`src/tmwf_pkg.sv`:
```
// ----------------------------------------------------------------------------
// tmwf_pkg
// Shared field widths, register indexes and function codes of the tile-map
// window fetcher.
// ----------------------------------------------------------------------------
package tmwf_pkg;

    localparam int TILE_W   = 9;   // tile width / height registers
    localparam int MAP_W    = 13;  // map size registers
    localparam int VIEW_W   = 13;  // view size registers
    localparam int GRID_W   = 64;  // packed tileset grid register
    localparam int CAM_W    = 20;  // camera position
    localparam int ID_W     = 15;  // tile id
    localparam int INDEX_W  = 24;  // map index
    localparam int SRC_W    = 16;  // source pixel position
    localparam int DST_W    = 13;  // destination pixel position
    localparam int SET_W    = 2;   // tileset select
    localparam int CNT_W    = 12;  // visible tiles per axis
    localparam int CFG_IDX_W = 3;

    typedef enum logic [CFG_IDX_W-1:0] {
        REG_TILE_WIDTH   = 3'd0,
        REG_TILE_HEIGHT  = 3'd1,
        REG_MAP_COLUMNS  = 3'd2,
        REG_MAP_ROWS     = 3'd3,
        REG_VIEW_WIDTH   = 3'd4,
        REG_VIEW_HEIGHT  = 3'd5,
        REG_TILESET_GRID = 3'd6
    } cfg_reg_t;

    typedef enum logic {
        FUNC_START = 1'b0,
        FUNC_TILE  = 1'b1
    } func_t;

endpackage

```
`src/tmwf_cfg_if.sv`:
```
// ----------------------------------------------------------------------------
// tmwf_cfg_if
// Register write channel of the tile-map window fetcher.
// ----------------------------------------------------------------------------
interface tmwf_cfg_if;

    logic                            valid;
    logic                            ready;
    logic [tmwf_pkg::CFG_IDX_W-1:0]  index;
    logic [tmwf_pkg::GRID_W-1:0]     data;

    modport source (output valid, index, data, input ready);
    modport sink   (input valid, index, data, output ready);

endinterface

```
`src/tmwf_in_if.sv`:
```
// ----------------------------------------------------------------------------
// tmwf_in_if
// Request channel: frame start with camera position, or a delivered tile id.
// ----------------------------------------------------------------------------
interface tmwf_in_if;

    logic                        valid;
    logic                        ready;
    logic                        func;
    logic [tmwf_pkg::CAM_W-1:0]  camera_x;
    logic [tmwf_pkg::CAM_W-1:0]  camera_y;
    logic [tmwf_pkg::ID_W-1:0]   tile_id;

    modport source (output valid, func, camera_x, camera_y, tile_id, input ready);
    modport sink   (input valid, func, camera_x, camera_y, tile_id, output ready);

endinterface

```
`src/tmwf_out_if.sv`:
```
// ----------------------------------------------------------------------------
// tmwf_out_if
// Draw command channel of the tile-map window fetcher.
// ----------------------------------------------------------------------------
interface tmwf_out_if;

    logic                          valid;
    logic                          ready;
    logic [tmwf_pkg::INDEX_W-1:0]  map_index;
    logic                          draw;
    logic [tmwf_pkg::SET_W-1:0]    tileset_select;
    logic [tmwf_pkg::SRC_W-1:0]    source_x;
    logic [tmwf_pkg::SRC_W-1:0]    source_y;
    logic [tmwf_pkg::DST_W-1:0]    dest_x;
    logic [tmwf_pkg::DST_W-1:0]    dest_y;
    logic                          frame_done;

    modport source (output valid, map_index, draw, tileset_select, source_x, source_y,
                    dest_x, dest_y, frame_done, input ready);
    modport sink   (input valid, map_index, draw, tileset_select, source_x, source_y,
                    dest_x, dest_y, frame_done, output ready);

endinterface

```
`src/tile_map_window_fetch.sv`:
```
// ----------------------------------------------------------------------------
// tile_map_window_fetch
// Tile-map background fetcher: turns a camera position into a walk over the
// visible map window and each tile id delivered in a frame into one draw command.
// ----------------------------------------------------------------------------
//  channel  dir  handshake      payload
//  cfg      in   valid/ready    index, data (register write)
//  item     in   valid/ready    func, camera_x, camera_y, tile_id
//  result   out  valid/ready    map_index, draw, tileset_select, source_x/y,
//                               dest_x/y, frame_done
//
//  Start request: view size in tiles, then first map index from camera y and x;
//  13 + 13 + 20 + 20 steps in the shared radix-2 divider. Tile request: an
//  empty id skips the search, an unmatched id probes all NUM_TILESETS entries,
//  a hit divides for its source position. Reset loads the default registers
//  with no frame running; a tile request outside a frame is taken and dropped.
//  item is ready only while idle; a stalled result holds the next request.
// ----------------------------------------------------------------------------
module tile_map_window_fetch #(
    parameter int NUM_TILESETS = 4
) (
    input  logic         clk,
    input  logic         rst_n,
    tmwf_cfg_if.sink     cfg,
    tmwf_in_if.sink      item,
    tmwf_out_if.source   result
);

    typedef enum logic [13:0] {
        ST_IDLE     = 14'b00000000000001,
        ST_VCOL_MUL = 14'b00000000000010,
        ST_VCOL     = 14'b00000000000100,
        ST_VROW_MUL = 14'b00000000001000,
        ST_VROW     = 14'b00000000010000,
        ST_IDX_MUL  = 14'b00000000100000,
        ST_IDX_ADD  = 14'b00000001000000,
        ST_CNT_MUL  = 14'b00000010000000,
        ST_SEARCH   = 14'b00000100000000,
        ST_SRC_X    = 14'b00001000000000,
        ST_SRC_Y    = 14'b00010000000000,
        ST_ADVANCE  = 14'b00100000000000,
        ST_DIVIDE   = 14'b01000000000000,
        ST_DONE     = 14'b10000000000000
    } state_t;

    localparam int CAM_W   = tmwf_pkg::CAM_W;
    localparam int TILE_W  = tmwf_pkg::TILE_W;
    localparam int INDEX_W = tmwf_pkg::INDEX_W;
    localparam int CNT_W   = tmwf_pkg::CNT_W;
    localparam int DST_W   = tmwf_pkg::DST_W;
    localparam int SRC_W   = tmwf_pkg::SRC_W;
    localparam int SET_W   = tmwf_pkg::SET_W;
    localparam int ID_W    = tmwf_pkg::ID_W;
    localparam int VIEW_W  = tmwf_pkg::VIEW_W;
    localparam int MAP_W   = tmwf_pkg::MAP_W;
    localparam int MUL_A_W = CAM_W;
    localparam int MUL_B_W = MAP_W;
    localparam int MUL_P_W = MUL_A_W + MUL_B_W;
    localparam int DCNT_W  = $clog2(CAM_W + 1);

    // configuration
    logic [TILE_W-1:0]           tile_width_reg, tile_height_reg;
    logic [MAP_W-1:0]            map_columns_reg, map_rows_reg;
    logic [VIEW_W-1:0]           view_width_reg, view_height_reg;
    logic [tmwf_pkg::GRID_W-1:0] tileset_grid_reg;
    logic [TILE_W-1:0]           tw_eff, th_eff;

    // sequencer and frame state
    state_t              state_reg, state_next;
    state_t              ret_reg, ret_next;
    logic                active_reg, active_next;
    logic [INDEX_W-1:0]  fetch_pos_reg, fetch_pos_next;
    logic [INDEX_W-1:0]  tiles_left_reg, tiles_left_next;
    logic [CNT_W-1:0]    col_cnt_reg, col_cnt_next;
    logic [CNT_W-1:0]    vis_cols_reg, vis_cols_next;
    logic [DST_W-1:0]    screen_x_reg, screen_x_next;
    logic [DST_W-1:0]    screen_y_reg, screen_y_next;
    logic                out_valid_reg, out_valid_next;

    // working data
    logic [CAM_W-1:0]    cam_x_reg, cam_x_next;
    logic [CAM_W-1:0]    cam_y_reg, cam_y_next;
    logic                fit_reg, fit_next;
    logic [CNT_W-1:0]    vis_rows_reg, vis_rows_next;
    logic [ID_W-1:0]     tile_val_reg, tile_val_next;
    logic [SET_W-1:0]    set_idx_reg, set_idx_next;

    // shared divider
    logic [CAM_W-1:0]    div_q_reg, div_q_next;
    logic [TILE_W-1:0]   div_r_reg, div_r_next;
    logic [TILE_W-1:0]   div_d_reg, div_d_next;
    logic [DCNT_W-1:0]   div_cnt_reg, div_cnt_next;
    logic [TILE_W:0]     div_shift;
    logic [TILE_W+1:0]   div_diff;
    logic                div_bit;

    // shared multiplier
    logic [MUL_A_W-1:0]  mul_a;
    logic [MUL_B_W-1:0]  mul_b;
    logic [MUL_P_W-1:0]  mul_p;

    // pending command
    logic [INDEX_W-1:0]  res_index_reg, res_index_next;
    logic                res_draw_reg, res_draw_next;
    logic [SET_W-1:0]    res_set_reg, res_set_next;
    logic [SRC_W-1:0]    res_sx_reg, res_sx_next;
    logic [SRC_W-1:0]    res_sy_reg, res_sy_next;
    logic [DST_W-1:0]    res_dx_reg, res_dx_next;
    logic [DST_W-1:0]    res_dy_reg, res_dy_next;
    logic                res_done_reg, res_done_next;
    logic                out_load;

    // output register
    logic [INDEX_W-1:0]  out_index_reg;
    logic                out_draw_reg;
    logic [SET_W-1:0]    out_set_reg;
    logic [SRC_W-1:0]    out_sx_reg, out_sy_reg;
    logic [DST_W-1:0]    out_dx_reg, out_dy_reg;
    logic                out_done_reg;

    // tileset probe
    logic [15:0]         set_entry;
    logic [7:0]          set_cols, set_rows;
    logic                set_hit, set_last;

    // index update
    logic [INDEX_W-1:0]  pos_inc, tiles_dec;
    logic [CNT_W-1:0]    cc_inc;
    logic [CNT_W+1:0]    ceil_cnt;
    logic                row_end;

    function automatic logic [CNT_W-1:0] sat_count(input logic [CNT_W+1:0] n);
        logic [CNT_W+1:0] lim;
        lim = {2'b00, {CNT_W{1'b1}}};
        return (n > lim) ? {CNT_W{1'b1}} : n[CNT_W-1:0];
    endfunction

    assign tw_eff = (tile_width_reg == '0) ? TILE_W'(1) : tile_width_reg;
    assign th_eff = (tile_height_reg == '0) ? TILE_W'(1) : tile_height_reg;

    assign cfg.ready  = 1'b1;
    assign item.ready = (state_reg == ST_IDLE);

    // restoring divider step
    assign div_shift = {div_r_reg, div_q_reg[CAM_W-1]};
    assign div_diff  = {1'b0, div_shift} - {2'b00, div_d_reg};
    assign div_bit   = ~div_diff[TILE_W+1];

    assign set_entry = tileset_grid_reg[{set_idx_reg, 4'b0000} +: 16];
    assign set_cols  = set_entry[7:0];
    assign set_rows  = set_entry[15:8];
    assign set_last  = (int'(set_idx_reg) == NUM_TILESETS - 1);

    assign pos_inc   = fetch_pos_reg + INDEX_W'(1);
    assign cc_inc    = col_cnt_reg + CNT_W'(1);
    assign row_end   = (cc_inc == vis_cols_reg);
    assign tiles_dec = tiles_left_reg - INDEX_W'(1);
    assign ceil_cnt  = (CNT_W+2)'(div_q_reg[VIEW_W-1:0]) + (CNT_W+2)'(div_r_reg != '0);

    always_comb
    begin
        mul_a = '0;
        mul_b = '0;
        case (state_reg)
            ST_VCOL_MUL:
            begin
                mul_a = MUL_A_W'(map_columns_reg);
                mul_b = MUL_B_W'(tw_eff);
            end
            ST_VROW_MUL:
            begin
                mul_a = MUL_A_W'(map_rows_reg);
                mul_b = MUL_B_W'(th_eff);
            end
            ST_IDX_MUL:
            begin
                mul_a = div_q_reg;
                mul_b = map_columns_reg;
            end
            ST_CNT_MUL:
            begin
                mul_a = MUL_A_W'(vis_cols_reg);
                mul_b = MUL_B_W'(vis_rows_reg);
            end
            ST_SEARCH:
            begin
                mul_a = MUL_A_W'(set_cols);
                mul_b = MUL_B_W'(set_rows);
            end
            ST_SRC_X:
            begin
                mul_a = MUL_A_W'(div_r_reg);
                mul_b = MUL_B_W'(tw_eff);
            end
            ST_SRC_Y:
            begin
                mul_a = div_q_reg;
                mul_b = MUL_B_W'(th_eff);
            end
            default:
            begin
                mul_a = '0;
                mul_b = '0;
            end
        endcase
    end

    assign mul_p   = MUL_P_W'(mul_a) * MUL_P_W'(mul_b);
    assign set_hit = (set_cols != '0) && (MUL_P_W'(tile_val_reg) < mul_p);

    always_comb
    begin
        state_next      = state_reg;
        ret_next        = ret_reg;
        active_next     = active_reg;
        fetch_pos_next  = fetch_pos_reg;
        tiles_left_next = tiles_left_reg;
        col_cnt_next    = col_cnt_reg;
        vis_cols_next   = vis_cols_reg;
        screen_x_next   = screen_x_reg;
        screen_y_next   = screen_y_reg;
        cam_x_next      = cam_x_reg;
        cam_y_next      = cam_y_reg;
        fit_next        = fit_reg;
        vis_rows_next   = vis_rows_reg;
        tile_val_next   = tile_val_reg;
        set_idx_next    = set_idx_reg;
        div_q_next      = div_q_reg;
        div_r_next      = div_r_reg;
        div_d_next      = div_d_reg;
        div_cnt_next    = div_cnt_reg;
        res_index_next  = res_index_reg;
        res_draw_next   = res_draw_reg;
        res_set_next    = res_set_reg;
        res_sx_next     = res_sx_reg;
        res_sy_next     = res_sy_reg;
        res_dx_next     = res_dx_reg;
        res_dy_next     = res_dy_reg;
        res_done_next   = res_done_reg;
        out_load        = 1'b0;
        out_valid_next  = out_valid_reg;

        if (result.ready)
        begin
            out_valid_next = 1'b0;
        end

        case (state_reg)
            ST_IDLE:
            begin
                res_draw_next = 1'b0;
                res_set_next  = '0;
                res_sx_next   = '0;
                res_sy_next   = '0;
                res_done_next = 1'b0;
                if (item.valid)
                begin
                    if (item.func == tmwf_pkg::FUNC_START)
                    begin
                        cam_x_next  = item.camera_x;
                        cam_y_next  = item.camera_y;
                        res_dx_next = '0;
                        res_dy_next = '0;
                        state_next  = ST_VCOL_MUL;
                    end
                    else if (active_reg)
                    begin
                        res_dx_next   = screen_x_reg;
                        res_dy_next   = screen_y_reg;
                        tile_val_next = item.tile_id - ID_W'(1);
                        set_idx_next  = '0;
                        state_next    = (item.tile_id == '0) ? ST_ADVANCE : ST_SEARCH;
                    end
                end
            end
            ST_VCOL_MUL:
            begin
                fit_next     = (mul_p >= MUL_P_W'(view_width_reg));
                div_q_next   = {view_width_reg, {(CAM_W-VIEW_W){1'b0}}};
                div_r_next   = '0;
                div_d_next   = tw_eff;
                div_cnt_next = DCNT_W'(VIEW_W);
                ret_next     = ST_VCOL;
                state_next   = ST_DIVIDE;
            end
            ST_VCOL:
            begin
                vis_cols_next = sat_count(fit_reg ? ceil_cnt : (CNT_W+2)'(map_columns_reg));
                state_next    = ST_VROW_MUL;
            end
            ST_VROW_MUL:
            begin
                fit_next     = (mul_p >= MUL_P_W'(view_height_reg));
                div_q_next   = {view_height_reg, {(CAM_W-VIEW_W){1'b0}}};
                div_r_next   = '0;
                div_d_next   = th_eff;
                div_cnt_next = DCNT_W'(VIEW_W);
                ret_next     = ST_VROW;
                state_next   = ST_DIVIDE;
            end
            ST_VROW:
            begin
                vis_rows_next = sat_count(fit_reg ? ceil_cnt : (CNT_W+2)'(map_rows_reg));
                div_q_next    = cam_y_reg;
                div_r_next    = '0;
                div_d_next    = th_eff;
                div_cnt_next  = DCNT_W'(CAM_W);
                ret_next      = ST_IDX_MUL;
                state_next    = ST_DIVIDE;
            end
            ST_IDX_MUL:
            begin
                fetch_pos_next = mul_p[INDEX_W-1:0];
                div_q_next     = cam_x_reg;
                div_r_next     = '0;
                div_d_next     = tw_eff;
                div_cnt_next   = DCNT_W'(CAM_W);
                ret_next       = ST_IDX_ADD;
                state_next     = ST_DIVIDE;
            end
            ST_IDX_ADD:
            begin
                fetch_pos_next = fetch_pos_reg + INDEX_W'(div_q_reg);
                state_next     = ST_CNT_MUL;
            end
            ST_CNT_MUL:
            begin
                tiles_left_next = mul_p[INDEX_W-1:0];
                active_next     = (mul_p[INDEX_W-1:0] != '0);
                col_cnt_next    = '0;
                screen_x_next   = '0;
                screen_y_next   = '0;
                res_index_next  = fetch_pos_reg;
                res_done_next   = (mul_p[INDEX_W-1:0] == '0);
                state_next      = ST_DONE;
            end
            ST_SEARCH:
            begin
                if (set_hit)
                begin
                    res_set_next = set_idx_reg;
                    div_q_next   = {tile_val_reg, {(CAM_W-ID_W){1'b0}}};
                    div_r_next   = '0;
                    div_d_next   = TILE_W'(set_cols);
                    div_cnt_next = DCNT_W'(ID_W);
                    ret_next     = ST_SRC_X;
                    state_next   = ST_DIVIDE;
                end
                else if (set_last)
                begin
                    state_next = ST_ADVANCE;
                end
                else
                begin
                    set_idx_next = set_idx_reg + SET_W'(1);
                end
            end
            ST_SRC_X:
            begin
                // remainder is the column inside the tileset
                res_sx_next = mul_p[SRC_W-1:0];
                state_next  = ST_SRC_Y;
            end
            ST_SRC_Y:
            begin
                res_sy_next   = mul_p[SRC_W-1:0];
                res_draw_next = 1'b1;
                state_next    = ST_ADVANCE;
            end
            ST_ADVANCE:
            begin
                if (row_end)
                begin
                    fetch_pos_next = pos_inc + INDEX_W'(map_columns_reg)
                                   - INDEX_W'(vis_cols_reg);
                    col_cnt_next   = '0;
                    screen_x_next  = '0;
                    screen_y_next  = screen_y_reg + DST_W'(th_eff);
                end
                else
                begin
                    fetch_pos_next = pos_inc;
                    col_cnt_next   = cc_inc;
                    screen_x_next  = screen_x_reg + DST_W'(tw_eff);
                end
                tiles_left_next = tiles_dec;
                if (tiles_dec == '0)
                begin
                    active_next    = 1'b0;
                    res_done_next  = 1'b1;
                    res_index_next = '0;
                end
                else
                begin
                    res_index_next = fetch_pos_next;
                end
                state_next = ST_DONE;
            end
            ST_DIVIDE:
            begin
                div_q_next   = {div_q_reg[CAM_W-2:0], div_bit};
                div_r_next   = div_bit ? div_diff[TILE_W-1:0] : div_shift[TILE_W-1:0];
                div_cnt_next = div_cnt_reg - DCNT_W'(1);
                if (div_cnt_reg == DCNT_W'(1))
                begin
                    state_next = ret_reg;
                end
            end
            ST_DONE:
            begin
                if (!out_valid_reg || result.ready)
                begin
                    out_load       = 1'b1;
                    out_valid_next = 1'b1;
                    state_next     = ST_IDLE;
                end
            end
            default:
            begin
                state_next = ST_IDLE;
            end
        endcase
    end

    always_ff @(posedge clk or negedge rst_n)
    begin
        if (!rst_n)
        begin
            state_reg        <= ST_IDLE;
            ret_reg          <= ST_IDLE;
            active_reg       <= 1'b0;
            fetch_pos_reg    <= '0;
            tiles_left_reg   <= '0;
            col_cnt_reg      <= '0;
            vis_cols_reg     <= '0;
            screen_x_reg     <= '0;
            screen_y_reg     <= '0;
            out_valid_reg    <= 1'b0;
            tile_width_reg   <= TILE_W'(32);
            tile_height_reg  <= TILE_W'(32);
            map_columns_reg  <= MAP_W'(64);
            map_rows_reg     <= MAP_W'(64);
            view_width_reg   <= VIEW_W'(640);
            view_height_reg  <= VIEW_W'(480);
            tileset_grid_reg <= tmwf_pkg::GRID_W'(2056);
        end
        else
        begin
            state_reg      <= state_next;
            ret_reg        <= ret_next;
            active_reg     <= active_next;
            fetch_pos_reg  <= fetch_pos_next;
            tiles_left_reg <= tiles_left_next;
            col_cnt_reg    <= col_cnt_next;
            vis_cols_reg   <= vis_cols_next;
            screen_x_reg   <= screen_x_next;
            screen_y_reg   <= screen_y_next;
            out_valid_reg  <= out_valid_next;
            if (cfg.valid)
            begin
                case (tmwf_pkg::cfg_reg_t'(cfg.index))
                    tmwf_pkg::REG_TILE_WIDTH:   tile_width_reg   <= cfg.data[TILE_W-1:0];
                    tmwf_pkg::REG_TILE_HEIGHT:  tile_height_reg  <= cfg.data[TILE_W-1:0];
                    tmwf_pkg::REG_MAP_COLUMNS:  map_columns_reg  <= cfg.data[MAP_W-1:0];
                    tmwf_pkg::REG_MAP_ROWS:     map_rows_reg     <= cfg.data[MAP_W-1:0];
                    tmwf_pkg::REG_VIEW_WIDTH:   view_width_reg   <= cfg.data[VIEW_W-1:0];
                    tmwf_pkg::REG_VIEW_HEIGHT:  view_height_reg  <= cfg.data[VIEW_W-1:0];
                    tmwf_pkg::REG_TILESET_GRID: tileset_grid_reg <= cfg.data;
                    default:
                    begin
                    end
                endcase
            end
        end
    end

    always_ff @(posedge clk)
    begin
        cam_x_reg     <= cam_x_next;
        cam_y_reg     <= cam_y_next;
        fit_reg       <= fit_next;
        vis_rows_reg  <= vis_rows_next;
        tile_val_reg  <= tile_val_next;
        set_idx_reg   <= set_idx_next;
        div_q_reg     <= div_q_next;
        div_r_reg     <= div_r_next;
        div_d_reg     <= div_d_next;
        div_cnt_reg   <= div_cnt_next;
        res_index_reg <= res_index_next;
        res_draw_reg  <= res_draw_next;
        res_set_reg   <= res_set_next;
        res_sx_reg    <= res_sx_next;
        res_sy_reg    <= res_sy_next;
        res_dx_reg    <= res_dx_next;
        res_dy_reg    <= res_dy_next;
        res_done_reg  <= res_done_next;
        if (out_load)
        begin
            out_index_reg <= res_index_reg;
            out_draw_reg  <= res_draw_reg;
            out_set_reg   <= res_set_reg;
            out_sx_reg    <= res_sx_reg;
            out_sy_reg    <= res_sy_reg;
            out_dx_reg    <= res_dx_reg;
            out_dy_reg    <= res_dy_reg;
            out_done_reg  <= res_done_reg;
        end
    end

    assign result.valid          = out_valid_reg;
    assign result.map_index      = out_index_reg;
    assign result.draw           = out_draw_reg;
    assign result.tileset_select = out_set_reg;
    assign result.source_x       = out_sx_reg;
    assign result.source_y       = out_sy_reg;
    assign result.dest_x         = out_dx_reg;
    assign result.dest_y         = out_dy_reg;
    assign result.frame_done     = out_done_reg;

endmodule

```
`src/flat_wrapper.sv`:
```
// flat-port wrapper written by rule: the top's interface ports become plain ports
module tile_map_window_fetch_flat 
#(
    parameter int NUM_TILESETS = 4
)
  (clk, rst_n, cfg_valid, cfg_index, cfg_data, cfg_ready, item_valid, item_func, item_camera_x, item_camera_y, item_tile_id, item_ready, result_valid, result_map_index, result_draw, result_tileset_select, result_source_x, result_source_y, result_dest_x, result_dest_y, result_frame_done, result_ready);
  tmwf_cfg_if cfg_i ();
  tmwf_in_if item_i ();
  tmwf_out_if result_i ();
  input  logic clk;
  input  logic rst_n;
  input wire logic [$bits(cfg_i.valid)-1:0] cfg_valid;
  input wire logic [$bits(cfg_i.index)-1:0] cfg_index;
  input wire logic [$bits(cfg_i.data)-1:0] cfg_data;
  output wire logic [$bits(cfg_i.ready)-1:0] cfg_ready;
  input wire logic [$bits(item_i.valid)-1:0] item_valid;
  input wire logic [$bits(item_i.func)-1:0] item_func;
  input wire logic [$bits(item_i.camera_x)-1:0] item_camera_x;
  input wire logic [$bits(item_i.camera_y)-1:0] item_camera_y;
  input wire logic [$bits(item_i.tile_id)-1:0] item_tile_id;
  output wire logic [$bits(item_i.ready)-1:0] item_ready;
  output wire logic [$bits(result_i.valid)-1:0] result_valid;
  output wire logic [$bits(result_i.map_index)-1:0] result_map_index;
  output wire logic [$bits(result_i.draw)-1:0] result_draw;
  output wire logic [$bits(result_i.tileset_select)-1:0] result_tileset_select;
  output wire logic [$bits(result_i.source_x)-1:0] result_source_x;
  output wire logic [$bits(result_i.source_y)-1:0] result_source_y;
  output wire logic [$bits(result_i.dest_x)-1:0] result_dest_x;
  output wire logic [$bits(result_i.dest_y)-1:0] result_dest_y;
  output wire logic [$bits(result_i.frame_done)-1:0] result_frame_done;
  input wire logic [$bits(result_i.ready)-1:0] result_ready;
  assign cfg_i.valid = cfg_valid;
  assign cfg_i.index = cfg_index;
  assign cfg_i.data = cfg_data;
  assign cfg_ready = cfg_i.ready;
  assign item_i.valid = item_valid;
  assign item_i.func = item_func;
  assign item_i.camera_x = item_camera_x;
  assign item_i.camera_y = item_camera_y;
  assign item_i.tile_id = item_tile_id;
  assign item_ready = item_i.ready;
  assign result_valid = result_i.valid;
  assign result_map_index = result_i.map_index;
  assign result_draw = result_i.draw;
  assign result_tileset_select = result_i.tileset_select;
  assign result_source_x = result_i.source_x;
  assign result_source_y = result_i.source_y;
  assign result_dest_x = result_i.dest_x;
  assign result_dest_y = result_i.dest_y;
  assign result_frame_done = result_i.frame_done;
  assign result_i.ready = result_ready;
  tile_map_window_fetch #(.NUM_TILESETS(NUM_TILESETS)) u_core (.clk(clk), .rst_n(rst_n), .cfg(cfg_i), .item(item_i), .result(result_i));
endmodule
```
`config.mk`:
```
export PLATFORM = sky130hd
export DESIGN_NAME = tile_map_window_fetch_flat
export DESIGN_NICKNAME = d
export VERILOG_FILES = /design/src/tmwf_pkg.sv /design/src/tmwf_cfg_if.sv /design/src/tmwf_in_if.sv /design/src/tmwf_out_if.sv /design/src/tile_map_window_fetch.sv /design/src/flat_wrapper.sv
export SDC_FILE = /design/constraint.sdc
export NUM_CORES = 2
export LEC_CHECK = 0
export ABC_CLOCK_PERIOD_IN_PS = 12900
export BUFFER_PORTS_ARGS = -buffer_cell sky130_fd_sc_hd__buf_2
export CAP_MARGIN = 20
export CORE_UTILIZATION = 30
export CTS_BUF_LIST = sky130_fd_sc_hd__clkbuf_2
export CTS_CLUSTER_SIZE = 16
export DETAILED_ROUTE_END_ITERATION = 16
export GPL_ROUTABILITY_DRIVEN = 0
export SLEW_MARGIN = 15
export SYNTH_ARGS = -nofsm -noshare
export SYNTH_HDL_FRONTEND = slang
export SYNTH_SLANG_ARGS = --single-unit
export TNS_END_PERCENT = 30
```
`constraint.sdc`:
```
create_clock -name clk -period 12.9 [get_ports clk]
set_clock_uncertainty 0.1 [all_clocks]
set_input_delay 1.935 -clock clk [delete_from_list [all_inputs] [get_ports clk]]
set_output_delay 1.935 -clock clk [all_outputs]
set_load 0.1 [all_outputs]
```
* After elaboration in Yosys (flattened, before gate mapping)
Index checks and enable logic that the tools add are counted.
Operators by class: $add $sub $neg 13, multipliers 1, $lt $le $gt $ge 5, eq/ne operators 36, shift operators 1, mux-type cells 61, bitwise logic cells 2, reduce and logical (&&, ||, !) cells 54
Operator list (number):
- $pmux 20 s6 | 2
- $mux 14 | 10
- $pmux 14 s10 | 1
- $pmux 24 s2 | 2
- $pmux 24 s3 | 1
- $pmux 14 s5 | 1
- $ge 33x13->1 | 2
- $pmux 13 s5 | 1
- $pmux 16 s2 | 2
- $shiftx 64x7->16 | 1
- $pmux 9 s3 | 2
- $mux 13 | 4
- $pmux 13 s2 | 2
- $logic_not 24->1 | 2
- $mux 24 | 2
- $mux 9 | 5
- $mux 12 | 3
- $lt 15x33->1 | 1
- $mul 20x13->33 | 1
- $reduce_and 2->1 | 16
- $gt 14x12->1 const B | 2
- $add 13x9->13 | 2
- $add 24x1->24 const B | 1
- $add 24x13->24 | 1
- 63 further kinds | 106
Word-level totals: register bits 547, input bits 128, output and inout bits 89

* Depth between registers and ports, before layout
depth in word-level cells 8, gate-level depth with buffers 36

* Least setup slack after synthesis
Ideal clock, no wire load.
path type register -> register, start point register u_core.set_idx_reg[0], end point register u_core.div_q_reg[0], enable pin, library setup time 395 ps, arrival time 8719 ps, path slack 3687 ps, stages on the path, launching flop included 31, path buffers 4, cell sequence edfxtp_1 > clkbuf_1 > clkbuf_1 > mux4_2 > a22oi_1 > nand2_1 > a221oi_1 > clkbuf_1 > nor2_1 > fa_1 > inv_1 > fa_1 > inv_1 > fa_1 > fa_1 > inv_1 > fa_1 > inv_1 > ha_1 > a21o_1 > or3_1 > o2111ai_1 > nand2_2 > a31oi_1 > xor2_1 > nand3_1 > or4_4 > o311ai_4 > and2_4 > buf_6 > nand2_1
On the way: word-level cells in the longest chain between the ends 7, elaborated cells between the ends (all ways) 9, those cells by class 1 x mul; 1 x order compare; 1 x eq/ne; 1 x shift; 2 x mux; 3 x reduce/logical
Ends and longest elaborated chain:
- from (decl) | line tile_map_window_fetch.sv:86 | logic [SET_W-1:0] set_idx_reg, set_idx_next;
- from (signal assigned) | line tile_map_window_fetch.sv:484 | set_idx_reg <= set_idx_next;
- $shiftx 64x7->16 * | line tile_map_window_fetch.sv:149 | assign set_entry = tileset_grid_reg[{set_idx_reg, 4'b0000} +: 16];
- $pmux 20 s6 / $pmux 13 s5 (equally long branches) | line tile_map_window_fetch.sv:164 | case (state_reg)
- $mul 20x13->33 | line tile_map_window_fetch.sv:208 | assign mul_p = MUL_P_W'(mul_a) * MUL_P_W'(mul_b);
- $lt 15x33->1 | line tile_map_window_fetch.sv:209 | assign set_hit = (set_cols != '0) && (MUL_P_W'(tile_val_reg) < mul_p);
- $logic_and 1x1->1 * | line tile_map_window_fetch.sv:209
- $ne 2x1->1 (no source line) *
- $reduce_and 2->1 (no source line) *
- to (signal assigned) | line tile_map_window_fetch.sv:485 | div_q_reg <= div_q_next;
- to (decl) | line tile_map_window_fetch.sv:89 | logic [CAM_W-1:0] div_q_reg, div_q_next;
Every way passes the cells marked *; elsewhere a longest branch is shown, timed or not. A chain may end at the register's enable or synchronous reset.

* Final worst setup path
start point register u_core.state_reg[2], end point register u_core.div_q_reg[18], enable pin
On the way: word-level cells in the longest chain between the ends 8, elaborated cells between the ends (all ways) 20, those cells by class 1 x mul; 1 x order compare; 10 x eq/ne; 2 x mux; 6 x reduce/logical
Ends and longest elaborated chain:
- from (decl) | line tile_map_window_fetch.sv:69 | state_t state_reg, state_next;
- from (signal assigned) | line tile_map_window_fetch.sv:449 | state_reg <= state_next;
- $eq 14x6->1, or another cell as far along | line tile_map_window_fetch.sv:164, tile_map_window_fetch.sv:248
- $reduce_or 2->1 (no source line)
- $pmux 20 s6 / $pmux 13 s5 (equally long branches) | line tile_map_window_fetch.sv:164
- $mul 20x13->33 | line tile_map_window_fetch.sv:208
- $lt 15x33->1 | line tile_map_window_fetch.sv:209
- $logic_and 1x1->1 | line tile_map_window_fetch.sv:209
- $ne 2x1->1 (no source line)
- $reduce_and 2->1 (no source line) *
Marked as above.

==> summary.md <==
| Metric | Value |
|---|---|
| Status | finished clean |
| Antenna viol nets, final | 0 |
| First-pass GRT wire length | 181200 um |
| Largest net degree at the start of global routing | 70 |
| Yosys top cell by area | edfxtp_1 |
| DR top layer | met5 |
| Post-Route Setup TNS | 0 ns |
| Seq pwr share | 0.395 |
| CTS tree | built |
| Synth top cells by count | 475 x nand2_1, 343 x inv_1, 285 x edfxtp_1 |
| H-tree Lvls | 4 |
| Type of the worst min-delay path | reg2reg |
| M1 WL | 50880 um |
| Sink Count | 539 |
| Clock Path Buffers | 3 |
| Final period utilization | 0.8552 |
| Tmin final | 11.03 ns |
| Logic pwr share | 0.416 |
| Post-Syn Area | 36840 um2 |
| Syn Inst Count | 3633 |
| Syn nets | 4175 |
| Worst path slowest cell | nand4_1 |
| Wire per inst | 21.48 um |
| Post-CTS Setup Bufs | 0 |
| CP endpoint kind | register |
| Synth Register Bits | 539 |
| Post-Layout Cell Count | 5626 |
| Ys Warns | 0 |
| Antenna violations before repair | 9 |
| Relative max-transition margin | 0.2608 |
| Slew Limit Fails | 0 |
| Number of synthesized flops with an enable pin | 285 |
| P_int | 0.003801 W |
| Vias in the first global route | 28.66k |
| Dpl hpwl | 92980 um |
| WL final | 120900 um |
| Peak VDD IR | 0.1120 mV |
| Final hold slack | 0.2704 ns |
| Total CTS buffers | 143 |
| Clock latency on the worst-skew pair | 1.39 ns |
| Top delay family on crit path | simple AND/OR/NAND/NOR gates |
| Sw power | 0.002951 W |
| Worst-Margin Slew | 1.101 ns |
| Leak | 18.27 nW |
| Final setup vio count | 0 |
| Final Hold Viols | 0 |
| Utilization after layout | 0.3383 |
| Die width | 352.4 um |
| Sw frac | 0.4370 |
| Main flop type after synthesis | edfxtp_1 |
| Clock share of power | 0.189 |
| WS Path Type | reg2reg |
| Asr flop ratio synth | 0.4712 |
| Distinct cells, synth | 92 |
| CP Launch Type | register |
| GRT Residual Overflow | 0 |
| PD cells | 164.0 nW/um2 |
| Dpl cells | 5356 |
| Synth top area share | 0.2323 |
| Rows | 128 |
| Die area | 124200 um2 |
| Routed vias | 29.41k |
| WP buf/inv | 3 |
| Max reg flops | 64 |
| Final setup margin | 1.868 ns |
| Pre-CTS WS | 2.065 ns |
| Worst EP arrival | 11.81 ns |
| Mean Syn Cell Area | 10.14 um2 |
| Initial Utilization | 0.3027 |
| Hold_buf cts | 0 |
| Met3 routed WL | 13090 um |
| RSZ-0062 raised after global routing | false |
| Synth-to-Final Area Change | 11.77% |
| GRT Overall Usage | 0.1924 |
| CORE AREA | 121700 um2 |
| Max Fclk | 90.65 MHz |
| CP max stage delay | 0.94 ns |
| I/O pin count | 217 |
| Die Ht | 352.4 um |
| Vias per std cell | 5.227 |
| Initial DRC count | 3143 |
| Layout cells sized above 1 | 0.1759 |
| Max Cap Viol | 0 |
| Root buffer cell | clkbuf_2 |
| Nets@finish | 4420 |
| Clock slew at the register clock pins of the worst setup and hold paths | 0.11 ns |
| Fill count | 12.50k |
| DR WL met2 | 52500 um |
| Critical Path Fanout Max | 20 |
| Count leader, synth | nand2_1 |
| DRC | 0 |
| Dominant cells by area after synthesis | edfxtp_1 23%, dfrtp_1 16%, fa_1 12% |
| Pre-antenna DRT Iters | 7 |
| PortBufs | 215 |
| Dominant cell type by count on the critical path | fa_1 |
| Register area share after synthesis | 0.4053 |
| Required @ worst endpoint | 13.68 ns |
| CTS resizes | 0 |
[per-stage QoR]
stage	total power, W	cell area (um2)
6_report	0.006752	41180
5_1_grt	0.007205	41170
4_1_cts	0.006749	41140
3_5_place_dp	0.005444	39760
3_3_place_gp	0.005400	39760
2_1_floorplan	0.004560	36840
[cells in the final DEF, fill, tap and decap left out, drive strengths merged, types with 37 or more instances in the layout]
| cell type | count |
|---|---|
| xnor2 | 79 |
| fa | 214 |
| ha | 200 |
| nand3 | 79 |
| nand2 | 476 |
| mux2i | 37 |
| and2 | 63 |
| mux2 | 118 |
| nor2 | 271 |
| edfxtp | 285 |
| inv | 352 |
| dfrtp | 240 |
| clkbuf | 216 |
| xor2 | 63 |
| clkinv | 38 |
| buf | 276 |
| a21oi | 179 |
| a21o | 44 |
| nor3 | 46 |
| o21ai | 215 |
| a22oi | 45 |
[power groups by stage]
| stage | combinational [W] | sequential (W) | clock (W) |
|---|---|---|---|
| after floorplan | 0.00209 | 0.00247 | 0 |
| after global placement | 0.00273 | 0.00267 | 0 |
| after detailed placement | 0.00276 | 0.00268 | 0 |
| after CTS | 0.00278 | 0.00265 | 0.00132 |
| after global routing | 0.00310 | 0.00270 | 0.00140 |
| final | 0.00281 | 0.00267 | 0.00127 |
[metal layers]
layer / vias up / GRT usage
met5: - / 0
met2: 1475 / 0.2871
li1: 13240 / -
met1: 14420 / 0.2610
met4: 10 / 0.07583
met3: 263 / 0.05578
[worst paths after layout]
kind | end | slack (ns) | cells after the start | from
worst max register to register | u_core.div_q_reg[18] | 1.87 | 25 | u_core.state_reg[2]
max in group asynchronous | u_core.tiles_left_reg[15] | 9.98 | 3 | rst_n
min in group asynchronous | u_core.tileset_grid_reg[63] | 0.37 | 1 | rst_n
worst min register to register | u_core.result.map_index[4] | 0.27 | 0 | u_core.res_index_reg[4]
worst max-delay path | u_core.div_q_reg[18] | 1.87 | 25 | u_core.state_reg[2]
worst min-delay path | u_core.result.map_index[4] | 0.27 | 0 | u_core.res_index_reg[4]
[cell families after synthesis]
kind of cell | synth area share
AND/OR/NAND/NOR | 0.1417
flip-flops | 0.4053
multiplexers | 0.05590
XOR/XNOR | 0.03376
buffers and inverters | 0.05407
adder cells (fa/ha/maj) | 0.1842
other | 0.0001018
AO/OA/AOI/OAI | 0.1249
[area by class of cell]
class                   instances  area (um2)  share of cell area
diodes                          5       12.51           0.0003039
repair buffers                276        1549             0.03762
clock inverters                47       305.3            0.007414
multi-input cells            2573       19970              0.4850
clock buffers                 216        1081             0.02625
flip-flops and latches        539       14930              0.3626
well taps                    1625        2033             0.04938
inverters                     345        1295             0.03145
Power figures use the tool's default switching activity.
